File: src/design/checkpoint_order_deadline_monitor_macros.svh
// ----------------------------------------------------------------------------
// checkpoint order deadline monitor assertion macros
// shared concurrent assertion forms, clocked on clk
// ----------------------------------------------------------------------------
`ifndef CHECKPOINT_ORDER_DEADLINE_MONITOR_MACROS_SVH
`define CHECKPOINT_ORDER_DEADLINE_MONITOR_MACROS_SVH

// checked only while out of reset
`define CPODM_ASSERT_RST(label, prop, msg) \
	label: assert property (@(posedge clk) disable iff (!arst_n) (prop)) else $error(msg);

// checked at every edge, reset included
`define CPODM_ASSERT_ON(label, prop, msg) \
	label: assert property (@(posedge clk) (prop)) else $error(msg);

`endif

File: src/design/cpodm_pkg.sv
// ----------------------------------------------------------------------------
// cpodm_pkg
// shared types, constants and helpers of the checkpoint order deadline monitor
// ----------------------------------------------------------------------------
`timescale 1ns / 1ps

package cpodm_pkg;

	localparam int MAX_CHECKPOINTS_DEF = 16;
	localparam int ID_W   = 4;
	localparam int TIME_W = 32;
	localparam int CNT_W  = 8;
	localparam int CFG_W  = 5;
	localparam int MAX_W  = 8;

	localparam logic [CFG_W-1:0] CFG_RESET = 5'd16;
	localparam logic [CNT_W-1:0] CNT_SAT   = 8'hFF;

	typedef enum logic [1:0] {
		MODE_INIT         = 2'd0,
		MODE_CHECKPOINT   = 2'd1,
		MODE_POLL         = 2'd2,
		MODE_WRITE_LIMITS = 2'd3
	} mode_t;

	typedef struct packed {
		mode_t              mode;
		logic [ID_W-1:0]    id;
		logic [TIME_W-1:0]  now;
		logic [TIME_W-1:0]  mn;
		logic [TIME_W-1:0]  mx;
	} item_t;

	typedef struct packed {
		logic               en;
		logic [ID_W-1:0]    idx;
		logic [TIME_W-1:0]  mn;
		logic [TIME_W-1:0]  mx;
	} lim_wr_t;

	typedef struct packed {
		logic               ok;
		logic [CNT_W-1:0]   order_errors;
		logic [CNT_W-1:0]   early_errors;
		logic [CNT_W-1:0]   late_errors;
	} res_t;

	function automatic logic [CNT_W-1:0] sat_inc(input logic [CNT_W-1:0] c);
		return (c == CNT_SAT) ? c : c + 8'd1;
	endfunction

endpackage

File: src/design/cpodm_limits.sv
// ----------------------------------------------------------------------------
// cpodm_limits
// per-checkpoint min/max limit store, one write and one read port
// ----------------------------------------------------------------------------
`timescale 1ns / 1ps

module cpodm_limits #(
	parameter int MAX_CHECKPOINTS = cpodm_pkg::MAX_CHECKPOINTS_DEF
) (
	input  logic                           clk,
	input  cpodm_pkg::lim_wr_t             wr,
	input  logic [cpodm_pkg::ID_W-1:0]     rd_id,
	output logic [cpodm_pkg::TIME_W-1:0]   rd_mn,
	output logic [cpodm_pkg::TIME_W-1:0]   rd_mx
);
	import cpodm_pkg::*;

	// ids are only ID_W bits wide, so entries past that are unreachable
	localparam int DEPTH = (MAX_CHECKPOINTS < (1 << ID_W)) ? MAX_CHECKPOINTS : (1 << ID_W);
	localparam int IDXW  = (DEPTH > 1) ? $clog2(DEPTH) : 1;
	localparam logic [MAX_W-1:0] MAX_V = MAX_W'(MAX_CHECKPOINTS);

	logic [TIME_W-1:0] mn_mem [DEPTH];
	logic [TIME_W-1:0] mx_mem [DEPTH];
	logic              wr_hit;
	logic              rd_hit;

	assign wr_hit = wr.en && ({{(MAX_W-ID_W){1'b0}}, wr.idx} < MAX_V);
	assign rd_hit = {{(MAX_W-ID_W){1'b0}}, rd_id} < MAX_V;

	always_ff @(posedge clk) begin
		if (wr_hit) begin
			mn_mem[wr.idx[IDXW-1:0]] <= wr.mn;
			mx_mem[wr.idx[IDXW-1:0]] <= wr.mx;
		end
	end

	// ids beyond the store read as zero limits
	always_comb begin
		rd_mn = '0;
		rd_mx = '0;
		if (rd_hit) begin
			rd_mn = mn_mem[rd_id[IDXW-1:0]];
			rd_mx = mx_mem[rd_id[IDXW-1:0]];
		end
	end

endmodule

File: src/design/cpodm_core.sv
// ----------------------------------------------------------------------------
// cpodm_core
// order and deadline checks, supervision state and error counters
// ----------------------------------------------------------------------------
`timescale 1ns / 1ps

`include "checkpoint_order_deadline_monitor_macros.svh"

module cpodm_core #(
	parameter int MAX_CHECKPOINTS = cpodm_pkg::MAX_CHECKPOINTS_DEF
) (
	input  logic                         clk,
	input  logic                         arst_n,
	input  logic                         fire,
	input  cpodm_pkg::item_t             item,
	input  logic [cpodm_pkg::CFG_W-1:0]  count,
	output cpodm_pkg::res_t              res
);
	import cpodm_pkg::*;

	localparam logic [MAX_W-1:0] MAX_V = MAX_W'(MAX_CHECKPOINTS);

	logic              seen_q;
	logic [ID_W-1:0]   last_id_q;
	logic [TIME_W-1:0] last_time_q;
	logic [CNT_W-1:0]  order_q, early_q, late_q;

	logic              seen_d;
	logic [ID_W-1:0]   last_id_d;
	logic [TIME_W-1:0] last_time_d;
	logic [CNT_W-1:0]  order_d, early_d, late_d;

	logic [MAX_W-1:0]  count_w, n_eff, nx;
	logic [ID_W-1:0]   exp_id, sel_id;
	logic [TIME_W-1:0] lim_mn, lim_mx, elapsed;
	logic              check_on, early_bad, late_bad, order_ok, ok;
	lim_wr_t           wr;

	assign count_w = {{(MAX_W-CFG_W){1'b0}}, count};
	assign n_eff   = (count == '0) ? MAX_W'(1) : ((count_w > MAX_V) ? MAX_V : count_w);
	assign nx      = {{(MAX_W-ID_W){1'b0}}, last_id_q} + MAX_W'(1);
	// nx below n_eff implies it fits in an id
	assign exp_id  = (nx >= n_eff) ? '0 : nx[ID_W-1:0];
	assign sel_id  = (item.mode == MODE_CHECKPOINT) ? item.id : exp_id;

	assign wr.en  = fire && (item.mode == MODE_WRITE_LIMITS);
	assign wr.idx = item.id;
	assign wr.mn  = item.mn;
	assign wr.mx  = item.mx;

	cpodm_limits #(
		.MAX_CHECKPOINTS(MAX_CHECKPOINTS)
	) u_limits (
		.clk   (clk),
		.wr    (wr),
		.rd_id (sel_id),
		.rd_mn (lim_mn),
		.rd_mx (lim_mx)
	);

	// wrap case is all-ones minus last plus now, one short of modular
	assign elapsed   = (item.now >= last_time_q) ? (item.now - last_time_q)
	                                              : (~last_time_q + item.now);
	assign check_on  = (lim_mn != '0) || (lim_mx != '0);
	assign early_bad = lim_mn > elapsed;
	assign late_bad  = lim_mx < elapsed;
	assign order_ok  = seen_q ? (exp_id == item.id) : (item.id == '0);

	always_comb begin
		seen_d      = seen_q;
		last_id_d   = last_id_q;
		last_time_d = last_time_q;
		order_d     = order_q;
		early_d     = early_q;
		late_d      = late_q;
		ok          = 1'b1;
		case (item.mode)
			MODE_INIT: begin
				seen_d      = 1'b0;
				last_time_d = '0;
				order_d     = '0;
				early_d     = '0;
				late_d      = '0;
			end
			MODE_CHECKPOINT: begin
				order_d = order_ok ? '0 : sat_inc(order_q);
				ok      = order_ok;
				if (seen_q && check_on) begin
					early_d = early_bad ? sat_inc(early_q) : '0;
					late_d  = late_bad ? sat_inc(late_q) : '0;
					ok      = order_ok && !early_bad && !late_bad;
				end
				seen_d      = 1'b1;
				last_id_d   = item.id;
				last_time_d = item.now;
			end
			MODE_POLL: begin
				if (seen_q && check_on) begin
					early_d = early_bad ? sat_inc(early_q) : '0;
					late_d  = late_bad ? sat_inc(late_q) : '0;
					ok      = !early_bad && !late_bad;
				end
			end
			default: begin
			end
		endcase
	end

	always_ff @(posedge clk or negedge arst_n) begin
		if (!arst_n) begin
			seen_q      <= 1'b0;
			last_id_q   <= '0;
			last_time_q <= '0;
			order_q     <= '0;
			early_q     <= '0;
			late_q      <= '0;
		end else if (fire) begin
			seen_q      <= seen_d;
			last_id_q   <= last_id_d;
			last_time_q <= last_time_d;
			order_q     <= order_d;
			early_q     <= early_d;
			late_q      <= late_d;
		end
	end

	assign res.ok           = ok;
	assign res.order_errors = order_d;
	assign res.early_errors = early_d;
	assign res.late_errors  = late_d;

	`CPODM_ASSERT_RST(a_init_clears, (fire && item.mode == MODE_INIT) |=> (!seen_q && order_q == '0 && early_q == '0 && late_q == '0), "init request did not clear supervision state")
	`CPODM_ASSERT_RST(a_ok_checkpoint_order, (fire && item.mode == MODE_CHECKPOINT && ok) |-> (order_d == '0), "passing checkpoint left a nonzero order count")

endmodule

File: src/design/checkpoint_order_deadline_monitor.sv
`timescale 1ns / 1ps
// ----------------------------------------------------------------------------
// checkpoint_order_deadline_monitor
// program flow and deadline supervisor with saturating error counters
// ----------------------------------------------------------------------------
// usage:
//  s_* carries one request: tuser = mode (init, checkpoint, poll, limits write),
//  tdata = checkpoint id, current time and the two limits for a write.
//  m_* returns exactly one result per request: ok and the three counters.
//  cfg_wr_en/cfg_wr_data set the length of the checkpoint cycle; write it only
//  while no request is in flight.
//  each request passes the input register, then the result register; one
//  request per cycle is sustained while m_tready is high, since the limit
//  lookup, one subtract and two compares fit between the two registers.
//  reset clears the counters, the checkpoint history and the cycle length
//  goes to 16; the limit store is not cleared and must be written before use.
//  when m_tready is low the result holds, an empty input stage still takes
//  one more request, then s_tready drops until the result is taken.
// ----------------------------------------------------------------------------

`include "checkpoint_order_deadline_monitor_macros.svh"

module checkpoint_order_deadline_monitor #(
	parameter int MAX_CHECKPOINTS = cpodm_pkg::MAX_CHECKPOINTS_DEF
) (
	input  logic                         clk,
	input  logic                         arst_n,
	input  logic                         cfg_wr_en,
	input  logic [cpodm_pkg::CFG_W-1:0]  cfg_wr_data,
	input  logic                         s_tvalid,
	output logic                         s_tready,
	// checkpoint_id[3:0], current_time[35:4], min_limit[67:36], max_limit[99:68]
	input  logic [103:0]                 s_tdata,
	// mode[1:0]
	input  logic [1:0]                   s_tuser,
	output logic                         m_tvalid,
	input  logic                         m_tready,
	// ok[0], order_errors[8:1], early_errors[16:9], late_errors[24:17]
	output logic [31:0]                  m_tdata
);
	import cpodm_pkg::*;

	logic [CFG_W-1:0] count_q;
	logic             valid_s1, valid_s2;
	item_t            item_s1;
	res_t             res, res_s2;
	logic             fire;

	always_ff @(posedge clk or negedge arst_n) begin
		if (!arst_n) begin
			count_q <= CFG_RESET;
		end else if (cfg_wr_en) begin
			count_q <= cfg_wr_data;
		end
	end

	assign fire     = valid_s1 && (!valid_s2 || m_tready);
	assign s_tready = !valid_s1 || fire;

	always_ff @(posedge clk or negedge arst_n) begin
		if (!arst_n) begin
			valid_s1 <= 1'b0;
		end else if (s_tready) begin
			valid_s1 <= s_tvalid;
		end
	end

	always_ff @(posedge clk) begin
		if (s_tready && s_tvalid) begin
			item_s1.mode <= mode_t'(s_tuser);
			item_s1.id   <= s_tdata[3:0];
			item_s1.now  <= s_tdata[35:4];
			item_s1.mn   <= s_tdata[67:36];
			item_s1.mx   <= s_tdata[99:68];
		end
	end

	cpodm_core #(
		.MAX_CHECKPOINTS(MAX_CHECKPOINTS)
	) u_core (
		.clk    (clk),
		.arst_n (arst_n),
		.fire   (fire),
		.item   (item_s1),
		.count  (count_q),
		.res    (res)
	);

	always_ff @(posedge clk or negedge arst_n) begin
		if (!arst_n) begin
			valid_s2 <= 1'b0;
		end else if (!valid_s2 || m_tready) begin
			valid_s2 <= valid_s1;
		end
	end

	always_ff @(posedge clk) begin
		if (fire) begin
			res_s2 <= res;
		end
	end

	assign m_tvalid = valid_s2;
	assign m_tdata  = {7'b0, res_s2.late_errors, res_s2.early_errors,
	                   res_s2.order_errors, res_s2.ok};

	`CPODM_ASSERT_RST(a_fire_gives_result, fire |=> m_tvalid, "processed request produced no result")
	`CPODM_ASSERT_RST(a_empty_stage_ready, !valid_s1 |-> s_tready, "empty input stage refused a request")
	`CPODM_ASSERT_ON(a_reset_no_result, !arst_n |=> !m_tvalid, "result valid during reset")

endmodule

File: config.mk
export PLATFORM = sky130hd
export DESIGN_NAME = checkpoint_order_deadline_monitor
export DESIGN_NICKNAME = d
export VERILOG_FILES = /design/src/design/cpodm_pkg.sv /design/src/design/cpodm_limits.sv /design/src/design/cpodm_core.sv /design/src/design/checkpoint_order_deadline_monitor.sv
export VERILOG_INCLUDE_DIRS = /design/src /design/src/design
export SDC_FILE = /design/constraint.sdc
export NUM_CORES = 2
export LEC_CHECK = 0
export ABC_AREA = 1
export BUFFER_PORTS_ARGS = -buffer_cell sky130_fd_sc_hd__buf_4
export CORE_UTILIZATION = 45
export CTS_CLUSTER_SIZE = 20
export DETAILED_ROUTE_END_ITERATION = 10
export GPL_TIMING_DRIVEN = 0
export PLACE_DENSITY = 0.71
export SLEW_MARGIN = 10
export SYNTH_ARGS = -nofsm -noshare
export SYNTH_HDL_FRONTEND = slang
export SYNTH_HIERARCHICAL = 1
export SYNTH_SLANG_ARGS = --single-unit
export TNS_END_PERCENT = 30
File: constraint.sdc
create_clock -name clk -period 6.9 [get_ports clk]
set_input_delay 0.345 -clock clk [delete_from_list [all_inputs] [get_ports clk]]
set_output_delay 0.345 -clock clk [all_outputs]
set_load 0.01 [all_outputs]
* After elaboration in Yosys (flattened, before gate mapping) *
Memory sizes are Yosys's and may differ from the RTL's.
Index checks and enable logic that the tools add are counted.

cells by class
  muxes and demuxes = 24
  $lt $le $gt $ge = 5
  eq/ne operators = 7
  bitwise logic cells = 1
  reductions and logical operators = 23
  add/sub/neg operators = 6

operator list
  kind                                                  count
  2-to-1 mux 8 bit                                      9
  one-hot mux 32 bit (2 select lines)                   1
  nonzero test 32 bit                                   2
  one-hot mux 8 bit (2 select lines)                    3
  adder 32 bit                                          1
  greater-or-equal comparator 32 bit                    1
  greater-than comparator 32 bit                        1
  < comparator 32 bit                                   1
  2-to-1 mux 32 bit                                     1
  inverter 32 bit                                       1
  subtractor 32 bit                                     1
  adder 8 x 1 -> 8 bit, second input constant           3
  == test 8 bit, second input constant                  3
  greater-or-equal comparator 8 bit                     1
  2-to-1 mux 4 bit                                      2
  logical AND 1 bit                                     7
  adder 4 x 1 -> 5 bit, second input constant           1
  greater-than comparator 5 bit, second input constant  1
  zero test 5 bit                                       1
  2-to-1 mux 1 bit                                      5
  2-to-1 mux 5 bit                                      1
  == test 2 bit, second input constant                  2
  == test 4 bit                                         1
  zero test 1 bit                                       4
  8 further kinds                                       12

storage, ports and cells
  output and inout port bits = 34
  memories = 2
  RAM bits = 1024
  input bits = 116
  register bits after elaboration = 195

memories
  name                    depth  bits a word  rd ports  clocked after Yosys merged registers in  write ports  line                RTL
  u_core.u_limits.mn_mem  16     32           1         0                                        1            cpodm_limits.sv:23  logic [TIME_W-1:0] mn_mem [DEPTH];
  u_core.u_limits.mx_mem  16     32           1         0                                        1            cpodm_limits.sv:24  logic [TIME_W-1:0] mx_mem [DEPTH];

* Logic depth before layout (Yosys ltp) *
An unclocked memory read counts as a cell.

  depth in word-level cells = 13
  depth in mapped cells = 38
  gate-level depth less buffers = 36

* By module *
Netlist, hierarchy kept.

by module, submodules not included
  module                             times used  area an instance (um^2)  cells each
  cpodm_limits                       1           43864.6                  4147
  cpodm_core                         1           7589.8                   1132
  checkpoint_order_deadline_monitor  1           4169.0                   168

* Worst setup path before layout *
Ideal clock, no wire load.

  path type = register to register
  start point = reg valid_s2 (netlist: m_tvalid)
  end point = mem u_core.u_limits.mn_mem[11][0], enable pin
  setup time = 0.487 ns
  arrival time = 5.325 ns
  required time = 6.413 ns
  cell stages (with the launch flop) = 8
  slack = 1.088 ns
  period minus slack after synthesis = 5.812 ns
  path through = dfrtp_1 > a21oi_1 > buf_6 > buf_6 > nand2_1 > inv_1 > nand3_1 > nor2_1

RTL lines
  what                    line                                     RTL
  start, declared         checkpoint_order_deadline_monitor.sv:44  logic valid_s1, valid_s2;
  start signal, assigned  checkpoint_order_deadline_monitor.sv:93  valid_s2 <= valid_s1;
  end, declared           cpodm_limits.sv:23

* Worst setup path after layout *
  start point = reg count_q[0]
  end point = reg res_s2 (netlist bit m_tdata[0]) (data pin)

on the way
  word-level cells in the longest chain between the ends = 13
  elaborated cells on any way between the ends = 25
  classes of those cells = order compare (4); eq/ne (1); mux (8); reduce/logical (10); memory (2)

ends and longest elaborated chain
  what                                    line                                     RTL
  start, declared                         checkpoint_order_deadline_monitor.sv:43  logic [CFG_W-1:0] count_q;
  start signal, assigned                  checkpoint_order_deadline_monitor.sv:53  count_q <= cfg_wr_data;
  greater-than comparator 5 bit           cpodm_core.sv:40                         assign n_eff = (count == '0) ? MAX_W'(1) : ((count_w > MAX_V) ? MAX_V : count_w);
  2-to-1 mux 5 bit                        cpodm_core.sv:40
  2-to-1 mux 8 bit (*)                    cpodm_core.sv:40
  greater-or-equal comparator 8 bit (*)   cpodm_core.sv:43                         assign exp_id = (nx >= n_eff) ? '0 : nx[ID_W-1:0];
  2-to-1 mux 4 bit (*)                    cpodm_core.sv:43
  2-to-1 mux 4 bit (*)                    cpodm_core.sv:44                         assign sel_id = (item.mode == MODE_CHECKPOINT) ? item.id : exp_id;
  named net u_core.sel_id[1]              cpodm_core.sv:34                         logic [ID_W-1:0] exp_id, sel_id;
  memory (16 x 32 bit) (*)                -
  named net u_core.lim_mn[22]             cpodm_core.sv:35                         logic [TIME_W-1:0] lim_mn, lim_mx, elapsed;
  greater-than comparator 32 bit          cpodm_core.sv:65                         assign early_bad = lim_mn > elapsed;
  zero test 1 bit                         cpodm_core.sv:91, cpodm_core.sv:101
  logical AND 1 bit (2 in series)         cpodm_core.sv:91                         ok = order_ok && !early_bad && !late_bad;
  2-to-1 mux 1 bit                        cpodm_core.sv:88                         if (seen_q && check_on) begin
  one-hot mux 1 bit (2 select lines) (*)  cpodm_core.sv:77                         case (item.mode)
  named net u_core.ok                     cpodm_core.sv:36                         logic check_on, early_bad, late_bad, order_ok, ok;
  end signal, assigned                    checkpoint_order_deadline_monitor.sv:99  res_s2 <= res;
  end, declared                           checkpoint_order_deadline_monitor.sv:46  res_t res, res_s2;

The timed path passes the listed nets; every way through them passes the cells marked *.
A chain may end at the register's enable or synchronous reset.

==> key figures <==
Final layout
  • Final Util: 53.3%
  • # diodes: 0
  • Fillers: 10300
  • Nets: 6106
  • Layout cell share with drive strength beyond 1: 10.5%
  • Footprint of the multi-input gates: 14600 sq um
  • Commonest non-fill, non-tap cell in the layout: nand2_1
  • Reg area: 36300 sq um
  • Commonest cells after routing, fill and taps aside: nand2_1, edfxtp_1, inv_1
  • Area delta synth->final: 17.1%

Floorplan
  • # rows: 128
  • Die area: 125000 sq um
  • Die H: 354 microns
  • Core area: 122000 sq um
  • IO Pins: 150
  • Starting Density: 45.5%
  • Die Width: 354 microns

Setup path
  • Maximum fanout along the worst path: 10
  • Biggest cell delay along the critical path: 1010 ps
  • Critical Path Start Type: flip-flop
  • Arr. time, crit path: 7250 ps
  • Crit. End Element: flip-flop
  • Critical Path Most Common Cell: nand2_1
  • CP required: 7550 ps
  • WS Path Type: flip-flop to flip-flop
  • Cell with the largest stage delay on the worst path: clkbuf_1

STA
  • Min Hold Slack: 270 ps
  • Highest clock rate: 151 MHz
  • Worst-Margin Slew: 1360 ps
  • Worst rel slew slack: 9.29%
  • Period utilization: 95.7%
  • Minimum clock period: 6600 ps
  • Post-Route Setup TNS: 0 ps
  • Final Hold Fails: 0
  • Fin. max-slew vios: 0
  • Final setup skew: 32.5 ps
  • Final setup fails: 0
  • Unrepaired setup endpoints after global routing: false

Logic synthesis
  • Netlist cell types: 60
  • Synth Instances: 5447
  • Register area share after synthesis: 65.2%
  • Yosys top cell area share: 62.1%
  • FFs w/ async S/R, synth: 5.58%
  • Post-synth top flop: edfxtp_1
  • Yosys top cell by area: edfxtp_1
  • Synth Register Bits: 1219
  • Mapped cell area: 55600 sq um
  • Number of synthesized flops with an enable pin: 1151
  • Synth warnings: 6
  • Area contributors post-synth: edfxtp_1, nand2_1, nand3_1
  • Avg Inst Size Synth: 10.2 sq um

Clock tree
  • Clock transition at the registers of the reported paths: 60 ps
  • Clk buf depth: 3
  • H-tree depth: 4
  • Postcts setup bufs: 0
  • CTS Buf Count: 130
  • Clk sink count: 1219
  • CTS tree: done
  • CTS root buf: clkbuf_16
  • Worst-skew pair later-pin latency: 780 ps

Placed design
  • Port Buffers: 137
  • Dpl hpwl: 108 mm
  • Gp weighted congestion: 0.902

Global routing
  • Total Routing Usage GR: 25.5%
  • Vias in the first global route: 39100
  • Antenna violations before repair: 2
  • First-pass GRT wire length: 238 mm
  • GRT overflow: 0
  • Largest net degree at the start of global routing: 69

Drt
  • WL final: 161 mm
  • Drt first-iter violations: 4865
  • 1st-pass router iterations: 7
  • Routed vias: 40600
  • Post-DR wirelength/cell: 21.2 microns
  • Final ANT Viol Nets: 0
  • DRC: 0
  • Vias/cell: 5.34

Job
  • Max-cap violations: 0

Power and ir drop
  • Leakage Power: 27.9 nW
  • Max IR drop VDD: 0.000240 V
  • Cell area power density: 355 nW/um^2

Worst hold path
  • Worst Hold Class: input pin to async pin

Run status
  • Status: finished, final reports clean
[logic make-up after synthesis]
kind of cell / count (synthesis) / share of synthesized area [%]
fa+ha+maj: 110 / 2.50
xor+xnor: 48 / 0.756
flops: 1219 / 65.2
mux: 3 / 0.0585
buf+inv: 1169 / 8.80
simple gates: 2663 / 20.2
compound gates: 234 / 2.46
other cells: 1 / 0.00674
[stage by stage]
stage | worst slack, ps | power [mW] | cells | area (sq um)
after CTS | 14.4 | 23.0 | 7607 | 65100
after floorplan | 1090 | 13.1 | 5453 | 55600
after global placement | -2720 | 15.9 | 7215 | 58700
after global routing | 3.31 | 24.1 | 7607 | 65100
after detailed placement | 106 | 16.1 | 7261 | 59800
final | 298 | 23.1 | 7607 | 65100
[critical path, delay by kind of cell (launching register included)]
| kind | cells | cell delay (ps) |
|---|---|---|
| AND/OR/NAND/NOR | 12 | 2410 |
| buffers and inverters | 5 | 1540 |
| flip-flops | 1 | 410 |
| adder cells (fa/ha/maj) | 2 | 530 |
| AO/OA/AOI/OAI | 9 | 1560 |
[final cells by class]
| class | count | share of cell area (%) |
|---|---|---|
| plain buffers | 242 | 2.20 |
| clock buffers | 173 | 5.32 |
| clock inverters | 61 | 1.03 |
| inverters | 927 | 5.36 |
| multi-input cells | 3065 | 22.5 |
| flip-flops and latches | 1219 | 55.7 |
| well taps | 1625 | 3.12 |
| repair buffers | 295 | 4.81 |
[sequential cells by signal, summed over array words and instances (netlist names)]
register and cells:
u_core/last_time_q 32, u_core/early_q 8, u_core/u_limits/mn_mem 512, u_core/seen_q 1
item_s1 102, m_tdata 25, m_tvalid 1, u_core/last_id_q 4
count_q 5, u_core/order_q 8, valid_s1 1, u_core/u_limits/mx_mem 512
u_core/late_q 8
[final timing paths]
kind | slack (ps) | from | to | cells past startpoint
setup / recovery | 300 | count_q[0]$_DFFE_PN0P_ | m_tdata[0]$_DFFE_PP_ | 28
hold / removal | 270 | arst_n | u_core/last_time_q[29]$_DFFE_PN0P_ | 2
setup reg to reg | 300 | count_q[0]$_DFFE_PN0P_ | m_tdata[0]$_DFFE_PP_ | 28
hold reg to reg | 530 | item_s1[72]$_DFFE_PP_ | u_core/last_time_q[8]$_DFFE_PN0P_ | 2
max in group asynchronous | 6010 | arst_n | u_core/last_time_q[0]$_DFFE_PN0P_ | 2
min in group clk | 290 | s_tdata[55] | item_s1[51]$_DFFE_PP_ | 2
[where the power goes]
| group | leakage, nW | switching [mW] | internal (mW) |
|---|---|---|---|
| combinational | 14.6 | 5.64 | 2.24 |
| clock | 2.00 | 2.91 | 3.91 |
| sequential | 11.3 | 0.172 | 8.28 |
[Yosys cell counts (all sizes together), types with 21 or more instances]
cell	instances
a21oi	87
buf	206
clkbuf	34
dfrtp	67
edfxtp	1151
ha	108
inv	926
nand2	1673
nand3	828
nor2	104
nor4	21
o21ai	98
xor2	33
[repair_timing]
| action | 4_1_cts | 5_1_grt |
|---|---|---|
| hold endpoints to repair | 176 | 0 |
| hold buffers | 112 | 0 |
| resized for setup | 0 | 28 |
| setup endpoints to repair | 0 | 33 |
[routing by layer]
metal	vias to the layer above	global-route usage, %	wire length [microns]
li1	18700	-	-
met1	19400	32.7	61800
met2	2105	40.5	74100
met3	409	6.18	17200
met4	0	12.7	8070
met5	-	0	0
Note: power is estimated with default switching activity, not from simulation.
